$ cat src/rtl/lkvc_pkg.sv
// Shared types and constants for the LRU key-value cache.
// Holds the controller state encoding and the command and status words
// exchanged between controller and datapath. No dependencies.
`default_nettype none

package lkvc_pkg;

   localparam int DEF_ENTRIES    = 16;
   localparam int DEF_KEY_BITS   = 16;
   localparam int DEF_VALUE_BITS = 32;

   localparam int              CFG_BITS  = 5;
   localparam logic [CFG_BITS-1:0] CAP_RESET = 5'd16;

   localparam logic REQ_GET = 1'b0;
   localparam logic REQ_PUT = 1'b1;

   typedef enum logic [1:0] {
      ST_IDLE,
      ST_SCAN,
      ST_DECIDE,
      ST_SWEEP
   } state_type;

   typedef enum logic [1:0] {
      SEL_HIT,
      SEL_FREE,
      SEL_LRU
   } slot_sel_type;

   typedef struct packed {
      logic         start;
      logic         scan;
      logic         sweep_init;
      logic         sweep;
      logic         rsp_load;
      logic         wr_key;
      logic         wr_value;
      logic         set_valid;
      logic         age_all;
      slot_sel_type slot_sel;
   } cmd_type;

   typedef struct packed {
      logic is_put;
      logic hit;
      logic room;
      logic rsp_free;
      logic done;
   } status_type;

endpackage

`default_nettype wire

$ cat src/rtl/lru_key_value_cache_unit.sv
// Top level of the fully associative LRU key-value cache.
// Joins lkvc_ctrl and lkvc_datapath; depends on lkvc_pkg.
//
//   channel   direction  handshake                 payload
//   req_      in         req_valid / req_stall     req_type, req_key, req_value
//   rsp_      out        rsp_valid / rsp_stall     rsp_found, rsp_read_value
//   csr_      in         csr_wr_en                 csr_wr_data (capacity)
//
// A request is taken only in idle. A get that misses scans the key memory
// through its registered read port, decides and returns to idle; every
// other request adds a rank sweep over all entries before idle. Reset is
// synchronous and clears valid bits, occupancy and the capacity register
// (back to 16); the memories need no clearing pass.
// A stalled response word holds in its register; the next request is still
// taken and scanned, and only its response waits for the register to free.
`default_nettype none

module lru_key_value_cache_unit
   import lkvc_pkg::*;
#(
   parameter int ENTRIES    = DEF_ENTRIES,
   parameter int KEY_BITS   = DEF_KEY_BITS,
   parameter int VALUE_BITS = DEF_VALUE_BITS
) (
   input  wire logic                  clock,
   input  wire logic                  reset,

   input  wire logic                  req_valid,
   output logic                       req_stall,
   input  wire logic                  req_type,
   input  wire logic [KEY_BITS-1:0]   req_key,
   input  wire logic [VALUE_BITS-1:0] req_value,

   output logic                       rsp_valid,
   input  wire logic                  rsp_stall,
   output logic                       rsp_found,
   output logic [VALUE_BITS-1:0]      rsp_read_value,

   input  wire logic                  csr_wr_en,
   input  wire logic [CFG_BITS-1:0]   csr_wr_data
);

   // command word down, status word up; nothing else crosses
   cmd_type    cmd;
   status_type sts;

   lkvc_ctrl u_ctrl (
      .clock     (clock),
      .reset     (reset),
      .req_valid (req_valid),
      .req_stall (req_stall),
      .cmd       (cmd),
      .sts       (sts)
   );

   lkvc_datapath #(
      .ENTRIES    (ENTRIES),
      .KEY_BITS   (KEY_BITS),
      .VALUE_BITS (VALUE_BITS)
   ) u_datapath (
      .clock          (clock),
      .reset          (reset),
      .cmd            (cmd),
      .sts            (sts),
      .req_type       (req_type),
      .req_key        (req_key),
      .req_value      (req_value),
      .csr_wr_en      (csr_wr_en),
      .csr_wr_data    (csr_wr_data),
      .rsp_stall      (rsp_stall),
      .rsp_valid      (rsp_valid),
      .rsp_found      (rsp_found),
      .rsp_read_value (rsp_read_value)
   );

endmodule

`default_nettype wire

$ cat src/rtl/lkvc_ctrl.sv
// Controller state machine for the LRU key-value cache.
// Sequences scan, decision and rank sweep; depends on lkvc_pkg.
`default_nettype none

module lkvc_ctrl
   import lkvc_pkg::*;
(
   input  wire logic       clock,
   input  wire logic       reset,
   input  wire logic       req_valid,
   output logic            req_stall,
   output cmd_type         cmd,
   input  wire status_type sts
);

   state_type state_ff;
   state_type state_in;

   always_ff @(posedge clock) begin
      if (reset) begin
         state_ff <= ST_IDLE;
      end else begin
         state_ff <= state_in;
      end
   end

   assign req_stall = (state_ff != ST_IDLE);

   always_comb begin
      state_in = state_ff;
      cmd      = '0;
      case (state_ff)
         ST_IDLE: begin
            if (req_valid) begin
               cmd.start = 1'b1;
               state_in  = ST_SCAN;
            end
         end
         ST_SCAN: begin
            cmd.scan = 1'b1;
            if (sts.done) begin
               state_in = ST_DECIDE;
            end
         end
         ST_DECIDE: begin
            if (!sts.is_put) begin
               // hold until the response register can take the word
               if (sts.rsp_free) begin
                  cmd.rsp_load = 1'b1;
                  if (sts.hit) begin
                     cmd.slot_sel   = SEL_HIT;
                     cmd.sweep_init = 1'b1;
                     state_in       = ST_SWEEP;
                  end else begin
                     state_in = ST_IDLE;
                  end
               end
            end else begin
               cmd.wr_value   = 1'b1;
               cmd.sweep_init = 1'b1;
               state_in       = ST_SWEEP;
               if (sts.hit) begin
                  cmd.slot_sel = SEL_HIT;
               end else if (sts.room) begin
                  cmd.slot_sel  = SEL_FREE;
                  cmd.wr_key    = 1'b1;
                  cmd.set_valid = 1'b1;
                  cmd.age_all   = 1'b1;
               end else begin
                  cmd.slot_sel = SEL_LRU;
                  cmd.wr_key   = 1'b1;
               end
            end
         end
         ST_SWEEP: begin
            cmd.sweep = 1'b1;
            if (sts.done) begin
               state_in = ST_IDLE;
            end
         end
         default: begin
            state_in = ST_IDLE;
         end
      endcase
   end

endmodule

`default_nettype wire

$ cat src/rtl/lkvc_datapath.sv
// Datapath for the LRU key-value cache: key, value and rank memories,
// valid bits, scan trackers, capacity register and response register.
// Depends on lkvc_pkg; driven by lkvc_ctrl.
`default_nettype none

module lkvc_datapath
   import lkvc_pkg::*;
#(
   parameter int ENTRIES    = DEF_ENTRIES,
   parameter int KEY_BITS   = DEF_KEY_BITS,
   parameter int VALUE_BITS = DEF_VALUE_BITS
) (
   input  wire logic                  clock,
   input  wire logic                  reset,
   input  wire cmd_type               cmd,
   output status_type                 sts,
   input  wire logic                  req_type,
   input  wire logic [KEY_BITS-1:0]   req_key,
   input  wire logic [VALUE_BITS-1:0] req_value,
   input  wire logic                  csr_wr_en,
   input  wire logic [CFG_BITS-1:0]   csr_wr_data,
   input  wire logic                  rsp_stall,
   output logic                       rsp_valid,
   output logic                       rsp_found,
   output logic [VALUE_BITS-1:0]      rsp_read_value
);

   localparam int IDX_BITS = (ENTRIES > 1) ? $clog2(ENTRIES) : 1;
   localparam int CNT_BITS = $clog2(ENTRIES + 1);
   localparam int CMP_BITS = (CNT_BITS > CFG_BITS) ? CNT_BITS : CFG_BITS;
   localparam logic [IDX_BITS-1:0] LAST_IDX = IDX_BITS'(ENTRIES - 1);
   localparam logic [CNT_BITS-1:0] CNT_END  = CNT_BITS'(ENTRIES);

   // storage
   logic [KEY_BITS-1:0]   key_mem   [ENTRIES];
   logic [VALUE_BITS-1:0] value_mem [ENTRIES];
   logic [IDX_BITS-1:0]   rank_mem  [ENTRIES];

   logic [KEY_BITS-1:0]   key_rd_ff;
   logic [VALUE_BITS-1:0] value_rd_ff;
   logic [IDX_BITS-1:0]   rank_rd_ff;

   // control registers
   logic [ENTRIES-1:0]  valid_ff,    valid_in;
   logic [CNT_BITS-1:0] occ_ff,      occ_in;
   logic [CFG_BITS-1:0] cap_ff,      cap_in;
   logic [CNT_BITS-1:0] cnt_ff,      cnt_in;
   logic                pipe_vld_ff, pipe_vld_in;
   logic                hit_ff,      hit_in;
   logic                free_ff,     free_in;
   logic                lru_ff,      lru_in;
   logic                age_ff,      age_in;
   logic                rsp_valid_ff, rsp_valid_in;

   // payload registers
   logic                  type_ff,       type_in;
   logic [KEY_BITS-1:0]   key_ff,        key_in;
   logic [VALUE_BITS-1:0] value_ff,      value_in;
   logic [IDX_BITS-1:0]   pipe_idx_ff,   pipe_idx_in;
   logic [IDX_BITS-1:0]   hit_slot_ff,   hit_slot_in;
   logic [IDX_BITS-1:0]   hit_rank_ff,   hit_rank_in;
   logic [VALUE_BITS-1:0] hit_value_ff,  hit_value_in;
   logic [IDX_BITS-1:0]   free_slot_ff,  free_slot_in;
   logic [IDX_BITS-1:0]   lru_slot_ff,   lru_slot_in;
   logic [IDX_BITS-1:0]   lru_rank_ff,   lru_rank_in;
   logic [IDX_BITS-1:0]   tgt_slot_ff,   tgt_slot_in;
   logic [IDX_BITS-1:0]   tgt_rank_ff,   tgt_rank_in;
   logic                  found_ff,      found_in;
   logic [VALUE_BITS-1:0] rd_value_ff,   rd_value_in;

   logic                  issue;
   logic [IDX_BITS-1:0]   rd_addr;
   logic [IDX_BITS-1:0]   wr_slot;
   logic [IDX_BITS-1:0]   sel_rank;
   logic                  rank_we;
   logic [IDX_BITS-1:0]   rank_new;
   logic                  pipe_entry_vld;
   logic [CFG_BITS-1:0]   cap_eff;
   logic                  occ_lt_cap;
   logic                  rsp_free;

   assign issue          = (cmd.scan || cmd.sweep) && (cnt_ff < CNT_END);
   assign rd_addr        = cnt_ff[IDX_BITS-1:0];
   assign pipe_entry_vld = valid_ff[pipe_idx_ff];
   assign rank_we        = cmd.sweep && pipe_vld_ff;
   assign rsp_free       = !rsp_valid_ff || !rsp_stall;

   // zero capacity counts as one; saturation comes from the ENTRIES check
   assign cap_eff    = (cap_ff == '0) ? CFG_BITS'(1) : cap_ff;
   assign occ_lt_cap = (CMP_BITS'(occ_ff) < CMP_BITS'(cap_eff)) && (occ_ff < CNT_END);

   always_comb begin
      case (cmd.slot_sel)
         SEL_HIT:  wr_slot = hit_slot_ff;
         SEL_FREE: wr_slot = free_slot_ff;
         SEL_LRU:  wr_slot = lru_slot_ff;
         default:  wr_slot = hit_slot_ff;
      endcase
      sel_rank = (cmd.slot_sel == SEL_LRU) ? lru_rank_ff : hit_rank_ff;
   end

   // promote the target to most recent; age the entries that were ahead of it, or every valid entry on an insert
   always_comb begin
      if (pipe_idx_ff == tgt_slot_ff) begin
         rank_new = '0;
      end else if (pipe_entry_vld && (age_ff || (rank_rd_ff < tgt_rank_ff))) begin
         rank_new = rank_rd_ff + IDX_BITS'(1);
      end else begin
         rank_new = rank_rd_ff;
      end
   end

   always_comb begin
      valid_in     = valid_ff;
      occ_in       = occ_ff;
      cap_in       = csr_wr_en ? csr_wr_data : cap_ff;
      cnt_in       = cnt_ff;
      pipe_vld_in  = issue;
      pipe_idx_in  = issue ? rd_addr : pipe_idx_ff;
      hit_in       = hit_ff;
      free_in      = free_ff;
      lru_in       = lru_ff;
      age_in       = age_ff;
      type_in      = type_ff;
      key_in       = key_ff;
      value_in     = value_ff;
      hit_slot_in  = hit_slot_ff;
      hit_rank_in  = hit_rank_ff;
      hit_value_in = hit_value_ff;
      free_slot_in = free_slot_ff;
      lru_slot_in  = lru_slot_ff;
      lru_rank_in  = lru_rank_ff;
      tgt_slot_in  = tgt_slot_ff;
      tgt_rank_in  = tgt_rank_ff;
      found_in     = found_ff;
      rd_value_in  = rd_value_ff;
      rsp_valid_in = rsp_valid_ff && rsp_stall;

      if (issue) begin
         cnt_in = cnt_ff + CNT_BITS'(1);
      end

      if (cmd.start) begin
         type_in     = req_type;
         key_in      = req_key;
         value_in    = req_value;
         cnt_in      = '0;
         pipe_vld_in = 1'b0;
         hit_in      = 1'b0;
         free_in     = 1'b0;
         lru_in      = 1'b0;
      end

      if (cmd.scan && pipe_vld_ff) begin
         if (!hit_ff && pipe_entry_vld && (key_rd_ff == key_ff)) begin
            hit_in       = 1'b1;
            hit_slot_in  = pipe_idx_ff;
            hit_rank_in  = rank_rd_ff;
            hit_value_in = value_rd_ff;
         end
         if (!free_ff && !pipe_entry_vld) begin
            free_in      = 1'b1;
            free_slot_in = pipe_idx_ff;
         end
         // later slot wins a tie, as the oldest is searched with >=
         if (pipe_entry_vld && (!lru_ff || (rank_rd_ff >= lru_rank_ff))) begin
            lru_in      = 1'b1;
            lru_slot_in = pipe_idx_ff;
            lru_rank_in = rank_rd_ff;
         end
      end

      if (cmd.sweep_init) begin
         cnt_in      = '0;
         pipe_vld_in = 1'b0;
         tgt_slot_in = wr_slot;
         tgt_rank_in = sel_rank;
         age_in      = cmd.age_all;
      end

      if (cmd.set_valid) begin
         valid_in[wr_slot] = 1'b1;
         occ_in            = occ_ff + CNT_BITS'(1);
      end

      if (cmd.rsp_load) begin
         rsp_valid_in = 1'b1;
         found_in     = hit_ff;
         rd_value_in  = hit_ff ? hit_value_ff : '0;
      end
   end

   always_ff @(posedge clock) begin
      if (reset) begin
         valid_ff     <= '0;
         occ_ff       <= '0;
         cap_ff       <= CAP_RESET;
         cnt_ff       <= '0;
         pipe_vld_ff  <= 1'b0;
         hit_ff       <= 1'b0;
         free_ff      <= 1'b0;
         lru_ff       <= 1'b0;
         age_ff       <= 1'b0;
         rsp_valid_ff <= 1'b0;
      end else begin
         valid_ff     <= valid_in;
         occ_ff       <= occ_in;
         cap_ff       <= cap_in;
         cnt_ff       <= cnt_in;
         pipe_vld_ff  <= pipe_vld_in;
         hit_ff       <= hit_in;
         free_ff      <= free_in;
         lru_ff       <= lru_in;
         age_ff       <= age_in;
         rsp_valid_ff <= rsp_valid_in;
      end
   end

   always_ff @(posedge clock) begin
      type_ff      <= type_in;
      key_ff       <= key_in;
      value_ff     <= value_in;
      pipe_idx_ff  <= pipe_idx_in;
      hit_slot_ff  <= hit_slot_in;
      hit_rank_ff  <= hit_rank_in;
      hit_value_ff <= hit_value_in;
      free_slot_ff <= free_slot_in;
      lru_slot_ff  <= lru_slot_in;
      lru_rank_ff  <= lru_rank_in;
      tgt_slot_ff  <= tgt_slot_in;
      tgt_rank_ff  <= tgt_rank_in;
      found_ff     <= found_in;
      rd_value_ff  <= rd_value_in;
   end

   always_ff @(posedge clock) begin
      if (issue) begin
         key_rd_ff   <= key_mem[rd_addr];
         value_rd_ff <= value_mem[rd_addr];
         rank_rd_ff  <= rank_mem[rd_addr];
      end
      if (cmd.wr_key) begin
         key_mem[wr_slot] <= key_ff;
      end
      if (cmd.wr_value) begin
         value_mem[wr_slot] <= value_ff;
      end
      if (rank_we) begin
         rank_mem[pipe_idx_ff] <= rank_new;
      end
   end

   assign sts.is_put   = (type_ff == REQ_PUT);
   assign sts.hit      = hit_ff;
   assign sts.room     = free_ff && occ_lt_cap;
   assign sts.rsp_free = rsp_free;
   assign sts.done     = pipe_vld_ff && (pipe_idx_ff == LAST_IDX);

   assign rsp_valid      = rsp_valid_ff;
   assign rsp_found      = found_ff;
   assign rsp_read_value = rd_value_ff;

`ifndef SYNTH
   a_occ_matches_valid: assert property (@(posedge clock) disable iff (reset)
      $countones(valid_ff) == int'(occ_ff))
      else $error("occupancy out of step with valid bits");

   a_insert_into_free: assert property (@(posedge clock) disable iff (reset)
      cmd.set_valid |-> (free_ff && !valid_ff[free_slot_ff] && occ_lt_cap))
      else $error("insert without a free slot");

   a_rsp_load_free: assert property (@(posedge clock) disable iff (reset)
      cmd.rsp_load |-> (rsp_free && !sts.is_put))
      else $error("response loaded over a waiting word");

   a_rsp_shown: assert property (@(posedge clock) disable iff (reset)
      cmd.rsp_load |=> (rsp_valid_ff && (found_ff == $past(hit_ff))))
      else $error("loaded response not presented");

   a_evict_has_victim: assert property (@(posedge clock) disable iff (reset)
      (cmd.wr_key && (cmd.slot_sel == SEL_LRU)) |-> (lru_ff && valid_ff[lru_slot_ff]))
      else $error("eviction without a resident victim");
`endif

endmodule

`default_nettype wire
$ cat config.mk
export PLATFORM = sky130hd
export DESIGN_NAME = lru_key_value_cache_unit
export DESIGN_NICKNAME = d
export VERILOG_FILES = /design/src/rtl/lkvc_pkg.sv /design/src/rtl/lru_key_value_cache_unit.sv /design/src/rtl/lkvc_ctrl.sv /design/src/rtl/lkvc_datapath.sv
export SDC_FILE = /design/constraint.sdc
export NUM_CORES = 1
export LEC_CHECK = 0
export ABC_CLOCK_PERIOD_IN_PS = 4019
export BUFFER_PORTS_ARGS = -buffer_cell sky130_fd_sc_hd__buf_2
export CORE_ASPECT_RATIO = 0.8
export CORE_UTILIZATION = 29
export CTS_CLUSTER_DIAMETER = 200
export DETAILED_ROUTE_END_ITERATION = 7
export PLACE_DENSITY = 0.56
export SYNTH_ARGS = -nofsm -noshare
export SYNTH_HDL_FRONTEND = slang
export SYNTH_SLANG_ARGS = --single-unit
$ cat constraint.sdc
create_clock -name clock -period 4.02 [get_ports clock]
set_input_delay 0.402 -clock clock [delete_from_list [all_inputs] [get_ports clock]]
set_output_delay 0.402 -clock clock [all_outputs]
set_load 0.05 [all_outputs]
# Yosys cells after proc, flatten, opt, wreduce, memory -nomap -nowiden
# Memories as Yosys holds them, arrays and structs flattened. A register that Yosys moved wholly into a read port is not among the register bits.
# Index checks and enable logic that the tools add are counted.
# totals
in_bits	59
register_bits	185
mem_count	3
elab_cells	133
mem_bits_rw	832
# mem_list
name	depth	word_bits	read_ports	rd_clocked_by_memory_dff	write_ports	line_no	text
u_datapath.value_mem	16	32	1	1	1	lkvc_datapath.sv:36	logic [VALUE_BITS-1:0] value_mem [ENTRIES];
u_datapath.key_mem	16	16	1	1	1	lkvc_datapath.sv:35	logic [KEY_BITS-1:0] key_mem [ENTRIES];
u_datapath.rank_mem	16	4	1	1	1	lkvc_datapath.sv:37	logic [IDX_BITS-1:0] rank_mem [ENTRIES];
# op_classes
bitwise_logic	1
add_sub_neg	3
n_reduce_logical	31
muxes	50
eq_ne	12
magnitude_cmp	8
# op_table
operator	count
1-bit 2-to-1 mux	29
2-bit 2-to-1 mux	11
16-bit == test	1
4-bit 2-to-1 mux	4
16-bit bitwise OR	1
1-bit logical AND	13
5-bit by 1-bit adder with 5-bit output (second input constant)	2
4-bit by 5-bit less-than comparator with 1-bit output (second input constant)	2
5-bit less-than comparator (second input constant)	2
2-bit one-hot mux with 4 select lines	1
4-bit one-hot mux with 2 select lines	1
7-bit 2-to-1 mux	1
2-bit == test (second input constant)	3
1-bit zero test	6
2-bit != test (second input constant)	3
2-bit AND reduction	3
5-bit zero test	1
5-bit less-than comparator	1
5-bit 2-to-1 mux	1
4-bit by 1-bit adder with 4-bit output (second input constant)	1
1-bit binary-select mux with 4-bit select	1
1-bit demux with 4-bit select	1
2-bit by 1-bit == test with 1-bit output (second input constant)	2
4-bit == test	1
other kinds (10)	13

# Logic depth before layout (Yosys ltp)
# Gate-level depths: netlist (run 1).
# logic_depth
depth_word	16
mapped_depth	16
mapped_depth_nobuf	14

# Modules after synthesis
# From an unflattened synthesis (run 1), not the netlist that was laid out.
# unflattened
cells_unflattened	1923
area_unflattened_um2	40637.7
# modules_own_cells
module	area_each_um2	cells_each	seq_area_each_um2	instances
lkvc_datapath	40427.5	1898	31670.4	1
lkvc_ctrl	210.2	25	40.0	1

# Worst setup path before layout (run 1)
# OpenSTA, ideal clock, no wires.
# synth_timing
path_type	reg-to-reg
start	reg u_datapath.cap_ff[1]
end	mem u_datapath.value_mem[0][0] (netlist name) (enable)
setup_slack_ns	-0.450
setup_time_ns	0.421
arrival_time_ns	4.049
n_path_buf	3
path_stages_with_launch	15
synth_period_minus_slack_ns	4.470
path_cell_list	dfxtp_1 -> inv_1 -> ha_1 -> a21oi_1 -> o21ai_0 -> a2111oi_2 -> buf_4 -> inv_1 -> ha_1 -> buf_2 -> a22oi_1 -> o21ai_2 -> or3_1 -> clkbuf_1 -> nor2_1
# synth_rtl
element	line_no	text
start: declaration	lkvc_datapath.sv:46	logic [CFG_BITS-1:0] cap_ff, cap_in;
start signal: assignment	lkvc_datapath.sv:208	cap_ff <= cap_in;
end: declaration	lkvc_datapath.sv:36	

# Worst setup path in the final report (run 1)
# layout_timing
start	reg u_datapath.cap_ff[1]
end	mem u_datapath.key_mem[12][8] (netlist name) (enable)
# layout_between
elab_chain_len	11
elab_cells_between_ends	12
cone_classes	order compare: 1; eq/ne: 2; mux: 6; reduce/logical: 3
# layout_lines
element	line_no	text
5-bit zero test	lkvc_datapath.sv:89	assign cap_eff = (cap_ff == '0) ? CFG_BITS'(1) : cap_ff;
5-bit 2-to-1 mux *	lkvc_datapath.sv:89	
5-bit less-than comparator *	lkvc_datapath.sv:90	assign occ_lt_cap = (CMP_BITS'(occ_ff) < CMP_BITS'(cap_eff)) && (occ_ff < CNT_END);
1-bit logical AND *	lkvc_datapath.sv:90	
1-bit logical AND *	lkvc_datapath.sv:255	assign sts.room = free_ff && occ_lt_cap;
2-bit 2-to-1 mux *	lkvc_ctrl.sv:64	end else if (sts.room) begin
2-bit 2-to-1 mux *	lkvc_ctrl.sv:62	if (sts.hit) begin
2-bit 2-to-1 mux *	lkvc_ctrl.sv:46	if (!sts.is_put) begin
7-bit 2-to-1 mux *	lkvc_ctrl.sv:32	case (state_ff)
2-bit == test / 2-bit by 1-bit == test with 1-bit output (equally long branches)	lkvc_datapath.sv:93	case (cmd.slot_sel)
4-bit one-hot mux with 2 select lines *	lkvc_datapath.sv:93	
end: declaration	lkvc_datapath.sv:35	
# Every way passes the cells marked *; elsewhere a longest branch is shown, timed or not.

==> results of run 1 <==
## placed cells by master (no fill, tap or decap), types with 11 or more instances in the layout
master            n
nor2_4           17
and2_1           34
clkinv_2         19
nor2_1           71
nand2_1          27
buf_2            93
bufinv_16        11
edfxtp_1       1030
a31oi_1          14
clkbuf_16       106
clkinv_1         21
xor2_1           14
inv_1            21
a21oi_1          61
mux4_2          208
a211oi_1         55
dfxtp_1          34
dlygate4sd3_1    55
buf_4            71
nor2b_1          56
ha_1             16
mux2i_1          65
buf_12           32
clkbuf_1         21
## power groups by stage
stage / registers [uW] / clock network, uW / logic [uW]
2_1_floorplan: 12800 / 0 / 699
3_3_place_gp: 12900 / 0 / 1130
3_5_place_dp: 12900 / 0 / 1150
4_1_cts: 12700 / 10100 / 1190
5_1_grt: 12700 / 10500 / 1260
6_report: 12700 / 9830 / 1160
## how the worst max path moves through the flow
stage / endpoint / slack, ns / startpoint
after global routing: u_datapath.key_mem[8][3]$_DFFE_PP_ / -0.03 / u_datapath.cap_ff[1]$_SDFFE_PP0P_
after CTS: u_datapath.key_mem[4][6]$_DFFE_PP_ / 0.16 / u_datapath.cap_ff[1]$_SDFFE_PP0P_
after detailed placement: u_datapath.key_mem[7][12]$_DFFE_PP_ / 0.18 / u_datapath.cap_ff[1]$_SDFFE_PP0P_
after floorplan: u_datapath.value_mem[12][0]$_DFFE_PP_ / -0.45 / u_datapath.cap_ff[1]$_SDFFE_PP0P_
after global placement: u_datapath.key_mem[7][9]$_DFFE_PP_ / 0.19 / u_datapath.cap_ff[1]$_SDFFE_PP0P_
final: u_datapath.key_mem[12][8]$_DFFE_PP_ / 0.20 / u_datapath.cap_ff[1]$_SDFFE_PP0P_
## through the flow
step	power, uW	area [sq um]	hold slack, ns
floorplan	13500	40600	0.400
global placement	14100	44200	0.407
detailed placement	14100	44200	0.406
CTS	24000	48300	0.0410
global route	24400	48300	0.0941
finish	23700	48300	0.107
## worst reg2reg max path, stage by stage, from the launching register on
cell and delay, ns:
dfxtp_1 0.39, inv_1 0.08, ha_1 0.31, a21oi_1 0.14, o21ai_0 0.17, a2111oi_2 0.39, buf_4 0.22, ha_1 0.32
nor2b_1 0.18, or4_1 0.63, or2_1 0.32, nor2_1 0.21, buf_12 0.19
## flip-flops by register name, indices dropped and copies added, names as in the netlist, 5 cells and up
| name | count |
|---|---|
| u_datapath.cap_ff | 5 |
| u_datapath.cnt_ff | 5 |
| u_datapath.hit_value_ff | 32 |
| u_datapath.key_ff | 16 |
| u_datapath.key_mem | 256 |
| u_datapath.key_rd_ff | 16 |
| u_datapath.occ_ff | 5 |
| u_datapath.rank_mem | 64 |
| u_datapath.rsp_read_value | 32 |
| u_datapath.valid_ff | 16 |
| u_datapath.value_ff | 32 |
| u_datapath.value_mem | 512 |
| u_datapath.value_rd_ff | 32 |
## per-layer routing
layer | global-route usage | share of wire
met1 | 0.191 | 0.46
met2 | 0.204 | 0.45
met3 | 0.0329 | 0.069
met4 | 0.0346 | 0.021
met5 | 0 | 0
## cell families after synthesis
| logic type | after synthesis | share of synthesized area |
|---|---|---|
| compound gates | 157 | 0.0253 |
| xor+xnor | 24 | 0.00518 |
| fa+ha+maj | 16 | 0.00494 |
| buf+inv | 122 | 0.0141 |
| flops | 1069 | 0.782 |
| mux | 282 | 0.136 |
| simple gates | 261 | 0.0329 |
## area by class of cell
cell class | instances | area (sq um)
Fill cell | 12861 | 90300
Clock buffer | 127 | 2730
Antenna cell | 1 | 2.50
Inverter | 23 | 87.6
Sequential cell | 1069 | 31700
Clock inverter | 68 | 748
Multi-Input combinational cell | 740 | 8430
Timing Repair Buffer | 255 | 2230
Tap cell | 1860 | 2330
## synthesized netlist by cell type (3+ instances only)
library cell / n
a41oi_1: 4
a21o_1: 3
mux2_2: 4
clkbuf_1: 51
a31oi_1: 14
inv_1: 22
buf_2: 24
dfxtp_1: 39
nand4_1: 4
buf_4: 16
nor3_1: 9
nand3_1: 7
nand2b_1: 10
nand2_1: 27
mux4_1: 4
a211oi_1: 55
xor2_1: 14
buf_1: 5
nor2b_1: 57
a22oi_1: 4
xnor2_1: 10
edfxtp_1: 1030
nor4_1: 3
a21oi_1: 61
nor2_1: 90
o21ai_0: 4
ha_1: 16
mux4_2: 208
nor3b_1: 3
buf_6: 3
mux2i_1: 65
and2_1: 34
and3_1: 3
## repair_timing
action,in CTS,in global routing
setup endpoints to repair,0,277
hold buffers,55,0
endpoints found under the hold margin,54,0
resized for setup,0,8
==> results.py, run 1 <==
metrics = {
    "drt": {
        "drc": 0,
        "drt-vias-per-instance": 4.65,
        "drt_iter0_drc": 1812,
        "vias": 19272,
        "final_antenna_net_count": 0,
        "wire_per_inst_um": 22.8,
        "first_pass_iters": 5,
        "routed_wl_mm": 94.5,
    },
    "global_routing": {
        "grt_max_degree": 72,
        "antenna_found_initial": 4,
        "gr-total-overflow": 0,
        "grt_pass1_vias": 19990,
        "grtUsageTotal": 0.134,
        "grt_pass1_wl_mm": 138,
    },
    "power": {
        "power.density_nw_per_um2": 491,
        "swShare": 0.217,
        "p_int_uw": 18500,
        "power_frac_seq": 0.536,
        "p_comb_frac": 0.049,
        "p_clk_frac": 0.415,
        "ir_worst_vdd_uv": 333,
        "p_switching_uw": 5150,
        "leakage_uw": 0.0150,
    },
    "final_layout": {
        "final_util": 0.348,
        "fin_cells": 4143,
        "area_growth_pct": 19.1,
        "final_nets": 2270,
        "layout-drive-gt1-share": 0.266,
    },
    "logic_synthesis": {
        "yosysTopAreaCellShare": 0.763,
        "synthFlopType": "edfxtp_1",
        "synth_edf_count": 1030,
        "syn_area_sq_um": 40600,
        "async_reset_ff_frac": 0,
        "yosys-top-cells-area": "edfxtp_1 76%, mux4_2 12%, dfxtp_1 1.9%",
        "ys_ff_latch": 1069,
        "ys_warn_count": 0,
        "synth_cell_type_count": 53,
        "syn_nets": 2006,
        "seq_area_frac_synth": 0.782,
        "postSynthAreaPerCell_sq_um": 21.0,
        "synth_cells": 1931,
        "synth_largest_area_cell": "edfxtp_1",
    },
    "placed_design": {
        "port_buffers": 93,
        "placed_cells": 3892,
        "dp_hpwl_mm": 60.7,
        "place_congestion": 0.785,
        "dp_slack_ns": 0.176,
    },
    "floorplan": {
        "dieArea_sq_um": 141000,
        "initial_utilization": 0.293,
        "top_level_ports": 94,
        "fp.dieH_um": 336,
        "die_w_um": 420,
        "num_rows": 122,
        "fp.coreArea_sq_um": 139000,
    },
    "setup_path": {
        "cp_cell_sequence": "inv_1 -> ha_1 -> a21oi_1 -> o21ai_0 -> a2111oi_2 -> buf_4 -> ha_1 -> nor2b_1 -> or4_1 -> or2_1 -> nor2_1 -> buf_12",
        "crit_family": "simple AND/OR/NAND/NOR gates",
        "crit_required_ns": 4.44,
        "crit_slowest_cell": "or4_1",
        "worstReg2RegEnd": "u_datapath.key_mem[12][8]$_DFFE_PP_",
        "cp_common_cell": "ha_1",
        "timing.rr.start": "u_datapath.cap_ff[1]$_SDFFE_PP0P_",
        "setup.worst_path.start_class": "flop",
        "worst-path-max-fanout": 16,
        "path_buf_inv": 3,
        "worstSetupPathType": "reg -> reg",
        "r2r_setup_slack_ns": 0.20,
        "ff2ff_path_depth": 12,
        "path_depth": 12,
        "cp.arrival_ns": 4.24,
        "max_stage_delay_ns": 0.63,
        "crit_path_end_kind": "flop",
    },
    "outcome": {
        "status": "completed",
    },
    "timing": {
        "fmax_ghz": 0.261,
        "fin_skew_ns": 0.0517,
        "report.final.setup_viol": 0,
        "rsz0062_at_grt": "yes",
        "hold_violations": 0,
        "fin_crit_sh": 0.951,
        "worst_pin_slew_ns": 0.972,
        "finalWorstSetupSlack_ns": 0.196,
        "fin_setup_tns_ns": 0,
        "slew_headroom": 0.351,
        "final.min_clock_period_ns": 3.82,
        "drv_slew": 0,
    },
    "hold_path": {
        "hp-class": "in -> reg",
        "whs_endpoint": "u_datapath.cap_ff[3]$_SDFFE_PP0P_",
        "min_path_cells": 3,
        "hold_start": "csr_wr_en",
    },
    "flow_run": {
        "maxCapViolCount": 0,
    },
    "clock_network": {
        "cts_tree": "built",
        "clkLatencyLatePin_ns": 0.73,
        "post_cts_buffers": 0,
        "cts_root_buffer": "clkbuf_16",
        "cts_buffers": 106,
        "clkTransAtPathRegs_ns": 0.07,
        "cts.htree.levels": 3,
        "cts_sinks": 1069,
        "clockBufferDepth": 3,
    },
}
No activity file was read; power rests on OpenSTA's default activity.
==> run 2, diff against run 1 <==
- PLACE_DENSITY: 0.56 -> default
- PLACE_DENSITY_LB_ADDON: default -> 0.15
==> run 2 against run 1 <==
Net effect:
- critical path type unchanged
- critical path depth grew 2
- highest routed layer unchanged
- sequential share of layout area shrank 0.44 points
- largest power group unchanged
- die area is the same
- total power grew 1.5%
- worst hold slack lost 0.012 ns
- maximum frequency grew 4.1%
- clock skew grew 0.019 ns
- worst setup slack gained 0.15 ns
- critical endpoint is now u_datapath.value_mem[1][14]$_DFFE_PP_
- utilization grew 0.23 points
- first-iteration DRC count shrank 33%
- via count shrank 0.70%
==> results.py, run 2 (synthesized netlist as in run 1, its figures left out) <==
metrics = {
    "outcome": {
        "status": "completed",
    },
    "power": {
        "power_frac_seq": 0.527,
        "ir_worst_vdd_uv": 345,
        "swShare": 0.217,
        "power.density_nw_per_um2": 495,
        "p_clk_frac": 0.425,
        "p_switching_uw": 5230,
        "leakage_uw": 0.0151,
        "p_int_uw": 18800,
        "p_comb_frac": 0.048,
    },
    "drt": {
        "drt-vias-per-instance": 4.61,
        "routed_wl_mm": 98.5,
        "drt_iter0_drc": 1208,
        "drc": 0,
        "vias": 19138,
        "wl_met3_mm": 4.28,
        "top_layer_used": "met4",
        "final_antenna_net_count": 0,
        "wire_per_inst_um": 23.7,
        "met2RoutedLength_mm": 44.0,
        "drt-met1-wl_mm": 48.6,
        "first_pass_iters": 5,
    },
    "clock_network": {
        "clkLatencyLatePin_ns": 0.74,
        "cts_hold_buf": 55,
        "clkTransAtPathRegs_ns": 0.06,
        "cts.htree.levels": 3,
        "cts_root_buffer": "clkbuf_16",
        "cts_buffers": 112,
        "post_cts_buffers": 0,
        "cts_tree": "built",
        "post_cts_resized": 0,
        "clockBufferDepth": 3,
        "cts_sinks": 1069,
    },
    "placed_design": {
        "place_congestion": 0.744,
        "dp_hpwl_mm": 60.8,
        "dp_slack_ns": 0.271,
        "port_buffers": 93,
    },
    "global_routing": {
        "gr-total-overflow": 0,
        "antenna_found_initial": 3,
        "grt_pass1_vias": 20112,
        "grt_pass1_wl_mm": 144,
        "grtUsageTotal": 0.141,
        "grt_max_degree": 61,
    },
    "final_layout": {
        "multiInputGateArea_sq_um": 8450,
        "diodes": 0,
        "layout_commonest_cell": "edfxtp_1",
        "largest_reg_flops": 512,
        "nFillCells": 12967,
        "layout-drive-gt1-share": 0.267,
        "area_growth_pct": 19.9,
        "reg_top3": "u_datapath.value_mem x512, u_datapath.key_mem x256, u_datapath.rank_mem x64",
        "largest_register": "u_datapath.value_mem",
        "layout_common_cells": "1030 x edfxtp_1, 208 x mux4_2, 113 x clkbuf_16",
        "regArea_sq_um": 31700,
        "final_util": 0.351,
        "final_nets": 2276,
    },
    "setup_path": {
        "worst-path-max-fanout": 32,
        "timing.rr.start": "u_datapath.cap_ff[1]$_SDFFE_PP0P_",
        "crit_path_end_kind": "flop",
        "worstReg2RegEnd": "u_datapath.value_mem[1][14]$_DFFE_PP_",
        "crit_required_ns": 4.41,
        "r2r_setup_slack_ns": 0.35,
        "critPathCapture": "u_datapath.value_mem[1][14]$_DFFE_PP_",
        "worstSetupPathType": "reg -> reg",
        "ff2ff_path_depth": 14,
        "cp.arrival_ns": 4.07,
        "crit_path_start": "u_datapath.cap_ff[1]$_SDFFE_PP0P_",
        "setup.worst_path.start_class": "flop",
    },
    "timing": {
        "drv_slew": 0,
        "hold_slack_ns": 0.0942,
        "fin_setup_tns_ns": 0,
        "fin_crit_sh": 0.914,
        "rsz0062_at_grt": "no",
        "worst_pin_slew_ns": 0.984,
        "final.min_clock_period_ns": 3.67,
        "hold_violations": 0,
        "fmax_ghz": 0.272,
        "finalWorstSetupSlack_ns": 0.346,
        "fin_skew_ns": 0.0706,
        "slew_headroom": 0.344,
        "report.final.setup_viol": 0,
    },
    "floorplan": {
        "dieArea_sq_um": 141000,
        "num_rows": 122,
        "die_w_um": 420,
        "fp.coreArea_sq_um": 139000,
        "initial_utilization": 0.293,
        "top_level_ports": 94,
        "fp.dieH_um": 336,
    },
    "hold_path": {
        "hold_start": "req_valid",
        "hp-class": "in -> reg",
    },
    "flow_run": {
        "maxCapViolCount": 0,
    },
}
-- run 2: cell count changes in the layout (fill, tap and decap cells not counted), moves of 4 or more --
cell | before | now
buf_4 | 71 | 59
clkbuf_1 | 21 | 26
nor2_2 | 2 | 16
nor2_1 | 71 | 57
clkbuf_16 | 106 | 113
clkinv_2 | 19 | 12
clkinv_1 | 21 | 32
clkinvlp_4 | 10 | 2
buf_6 | 4 | 0
buf_12 | 32 | 48
-- run 2: cell type report --
cell class	instances	area share
sequential	1069	0.653
timing repair buffer	255	0.0498
clock buffer	139	0.0602
multi-input combinational	740	0.174
inverter	23	0.00180
clock inverter	66	0.0138
tap	1860	0.0479
-- run 2: power by group through the flow --
stage | clock network [uW] | logic [uW] | registers, uW
4_1_cts | 10500 | 1200 | 12700
3_5_place_dp | 0 | 1150 | 12900
3_3_place_gp | 0 | 1140 | 12900
5_1_grt | 10900 | 1260 | 12700
2_1_floorplan | 0 | 699 | 12800
6_report | 10200 | 1160 | 12700
-- run 2: routing by layer --
metal	up-vias	global-route usage
li1	8438	-
met1	10192	0.211
met2	383	0.212
met3	125	0.0269
met4	0	0.0322
met5	-	0
-- run 2: worst min-delay path by stage --
| stage | depth (start not counted) | to | slack, ns |
|---|---|---|---|
| after floorplan | 0 | u_datapath.hit_value_ff[0]$_DFFE_PP_ | 0.40 |
| after global placement | 0 | u_datapath.hit_value_ff[30]$_DFFE_PP_ | 0.41 |
| after detailed placement | 0 | u_datapath.hit_value_ff[0]$_DFFE_PP_ | 0.41 |
| after CTS | 4 | u_ctrl.state_ff[0]$_SDFFE_PP0P_ | 0.02 |
| after global routing | 4 | u_datapath.rsp_valid$_SDFF_PP0_ | 0.07 |
| final | 4 | u_ctrl.state_ff[0]$_SDFFE_PP0P_ | 0.09 |
-- run 2: metrics by stage --
stage               instance area (sq um)  power [uW]  instances
global route                        48600       24900       4152
floorplan                           40600       13500       1931
global placement                    44500       14100       3892
detailed placement                  44500       14100       3892
finish                              48600       24000       4152
CTS                                 48600       24400       4152
-- run 2: worst max-delay path, stage by stage (launching register included) --
cell and delay [ns]:
dfxtp_1 0.35, inv_1 0.05, ha_1 0.30, a21oi_1 0.14, o21ai_0 0.16, a21oi_1 0.41, nand2b_1 0.22, inv_1 0.06
ha_1 0.25, a221oi_1 0.31, or2_1 0.22, buf_4 0.16, nand2_1 0.26, nor2_4 0.19, buf_12 0.27
==> run 3, diff against run 2 <==
- ABC_AREA: default -> 1
==> run 3 against run 2 <==
Net effect:
- synthesized cell count increased by 55%
- register-to-register slack improved by 0.11 ns
- clock-buffer cell count shrank 1
- combinational power rose to 3.5 times the previous value
- maximum frequency increased by 3.2%
- routed wire length grew 15%
- sequential cell count is the same
- global-route usage up 1.5 points
- total power up 20%
- critical path depth is 6 higher
- critical path type unchanged
- largest cell class unchanged
==> results.py, run 3 <==
metrics = {
    "outcome": {
        "status": "completed",
    },
    "hold_path": {
        "min_path_cells": 2,
        "hp-class": "in -> reg",
        "hold_start": "reset",
    },
    "setup_path": {
        "crit_path_start": "u_datapath.cap_ff[4]$_SDFFE_PP1P_",
        "crit_slowest_cell": "dfxtp_1",
        "cp_cell_sequence": "inv_1 -> ha_1 -> nand2_1 -> inv_1 -> a21oi_1 -> nand4_1 -> buf_4 -> nor2_2 -> inv_1 -> ha_1 -> nand2_1 -> nand2_1 -> nand2_1 -> nand2_2 -> inv_1 -> nand2_1 -> nor2_1 -> inv_1 -> nor2_4 -> buf_12",
        "cp.arrival_ns": 3.98,
        "crit_path_end_kind": "flop",
        "timing.rr.start": "u_datapath.cap_ff[4]$_SDFFE_PP1P_",
        "crit_required_ns": 4.44,
        "max_stage_delay_ns": 0.33,
        "worst-path-max-fanout": 32,
        "path_buf_inv": 7,
        "setup.worst_path.start_class": "flop",
        "crit_family": "simple AND/OR/NAND/NOR gates",
        "worstSetupPathType": "reg -> reg",
        "ff2ff_path_depth": 20,
        "path_depth": 20,
    },
    "drt": {
        "drc": 0,
        "vias": 24469,
        "routed_wl_mm": 113,
        "first_pass_iters": 6,
        "drt_iter0_drc": 2174,
        "final_antenna_net_count": 0,
        "wire_per_inst_um": 21.9,
        "drt-vias-per-instance": 4.73,
    },
    "floorplan": {
        "die_w_um": 425,
        "dieArea_sq_um": 145000,
        "top_level_ports": 94,
        "fp.coreArea_sq_um": 141000,
        "num_rows": 123,
        "fp.dieH_um": 341,
        "initial_utilization": 0.294,
    },
    "timing": {
        "fin_setup_tns_ns": 0,
        "worst_pin_slew_ns": 1.10,
        "hold_violations": 0,
        "fin_skew_ns": 0.0353,
        "drv_slew": 0,
        "finalWorstSetupSlack_ns": 0.460,
        "slew_headroom": 0.269,
        "report.final.setup_viol": 0,
        "rsz0062_at_grt": "no",
        "fin_crit_sh": 0.886,
        "final.min_clock_period_ns": 3.56,
        "fmax_ghz": 0.281,
    },
    "clock_network": {
        "cts_buffers": 115,
        "cts_root_buffer": "clkbuf_16",
        "clockBufferDepth": 3,
        "cts.htree.levels": 3,
        "clkTransAtPathRegs_ns": 0.06,
        "cts_sinks": 1069,
        "clkLatencyLatePin_ns": 0.75,
        "cts_tree": "built",
    },
    "global_routing": {
        "grt_max_degree": 161,
        "grt_pass1_vias": 23996,
        "grtUsageTotal": 0.156,
        "grt_pass1_wl_mm": 168,
        "antenna_found_initial": 4,
        "gr-total-overflow": 0,
    },
    "logic_synthesis": {
        "seq_area_frac_synth": 0.763,
        "ys_ff_latch": 1069,
        "synth_edf_count": 1030,
        "postSynthAreaPerCell_sq_um": 13.9,
        "yosysTopAreaCellShare": 0.744,
        "async_reset_ff_frac": 0,
        "synth_largest_area_cell": "edfxtp_1",
        "yosys-top-cells-area": "edfxtp_1 74%, nor2_1 5.1%, o21ai_0 2.9%",
        "synthFlopType": "edfxtp_1",
        "synth_cell_type_count": 40,
        "synth.most_common_cell": "edfxtp_1",
        "synth_cells": 2999,
        "syn_nets": 3074,
        "yosys-top-cells-count": "1030 x edfxtp_1, 569 x nor2_1, 286 x nand2_1, 242 x o21ai_0, 121 x inv_1",
        "syn_area_sq_um": 41500,
        "ys_warn_count": 0,
    },
    "placed_design": {
        "dp_slack_ns": 0.0902,
        "place_congestion": 0.776,
        "port_buffers": 93,
        "dp_hpwl_mm": 66.6,
    },
    "final_layout": {
        "area_growth_pct": 18.4,
        "layout_commonest_cell": "edfxtp_1",
        "layout_common_cells": "1030 x edfxtp_1, 545 x nor2_1, 285 x nand2_1",
        "largest_register": "u_datapath.value_mem",
        "final_nets": 3274,
        "nFillCells": 13690,
        "layout-drive-gt1-share": 0.127,
        "largest_reg_flops": 512,
        "reg_top3": "u_datapath.value_mem x512, u_datapath.key_mem x256, u_datapath.rank_mem x64",
    },
    "flow_run": {
        "maxCapViolCount": 0,
    },
    "power": {
        "power.total_uw": 28800,
        "leakage_uw": 0.0163,
        "power.density_nw_per_um2": 586,
        "ir_worst_vdd_uv": 469,
    },
}
run 3: changes by cell type in the layout (fill, tap and decap cells not counted), sizes merged, moves of 102 or more:
cell / change
nor2: +487
nand2: +264
mux4: -212
inv: +102
o32ai: +104
o21ai: +244
run 3: cells by family after synthesis:
family          Yosys count  synth area share
compound gates          520            0.0810
xor+xnor                  9           0.00190
fa+ha+maj                16           0.00482
buf+inv                 296            0.0317
flops                  1069             0.763
mux                      83            0.0200
simple gates           1006            0.0974
run 3: worst reg2reg max path, stage by stage, from the launching register on:
cell	delay, ns
dfxtp_1	0.33
inv_1	0.06
ha_1	0.30
nand2_1	0.09
inv_1	0.04
a21oi_1	0.13
nand4_1	0.09
buf_4	0.17
nor2_2	0.12
inv_1	0.13
ha_1	0.28
nand2_1	0.10
nand2_1	0.05
nand2_1	0.08
nand2_2	0.12
inv_1	0.12
nand2_1	0.15
nor2_1	0.28
inv_1	0.17
nor2_4	0.13
buf_12	0.26
run 3: routing by layer:
metal / vias to the layer above / wire length, um / global-route usage
met5: - / 0 / 0
met4: 0 / 2240 / 0.0370
met3: 153 / 4880 / 0.0254
met2: 498 / 46100 / 0.215
met1: 12327 / 60200 / 0.251
li1: 11491 / - / -
run 3: metrics by stage:
step	util	area, sq um	hold slack, ns	cells
2_1_floorplan	-	41600	0.400	2999
3_3_place_gp	0.316	44800	0.402	4886
5_1_grt	0.348	49200	0.169	5170
6_report	0.348	49200	0.189	5174
4_1_cts	0.347	49100	0.126	5154
3_5_place_dp	0.316	44800	0.405	4886
run 3: where the power goes:
| group | total, uW | switching (uW) | internal, uW |
|---|---|---|---|
| Clock | 10700 | 4570 | 6110 |
| Sequential | 14100 | 730 | 13400 |
| Combinational | 4020 | 2920 | 1100 |
run 3: repair_timing:
| item | in CTS | in global routing |
|---|---|---|
| hold buffers | 55 | 0 |
| setup endpoints to repair | 0 | 260 |
| hold endpoints to repair | 54 | 0 |
| buffers inserted | 0 | 16 |
| gates resized for setup | 0 | 1 |
run 3: final timing paths:
path         slack, ns                                    to
min reg2reg       0.42  u_datapath.hit_value_ff[3]$_DFFE_PP_
max reg2reg       0.46  u_datapath.value_mem[7][6]$_DFFE_PP_
min               0.19  u_datapath.valid_ff[14]$_SDFFE_PP0N_
max               0.46  u_datapath.value_mem[7][6]$_DFFE_PP_
run 3: area by class of cell:
class,instances,area (sq um),share of cell area
diodes,4,10.0,0.000203
multi-input cells,1634,8750,0.178
well taps,1875,2350,0.0477
flip-flops and latches,1069,31700,0.645
inverters,129,495,0.0101
clock buffers,138,2960,0.0602
clock inverters,75,816,0.0166
repair buffers,250,2110,0.0428
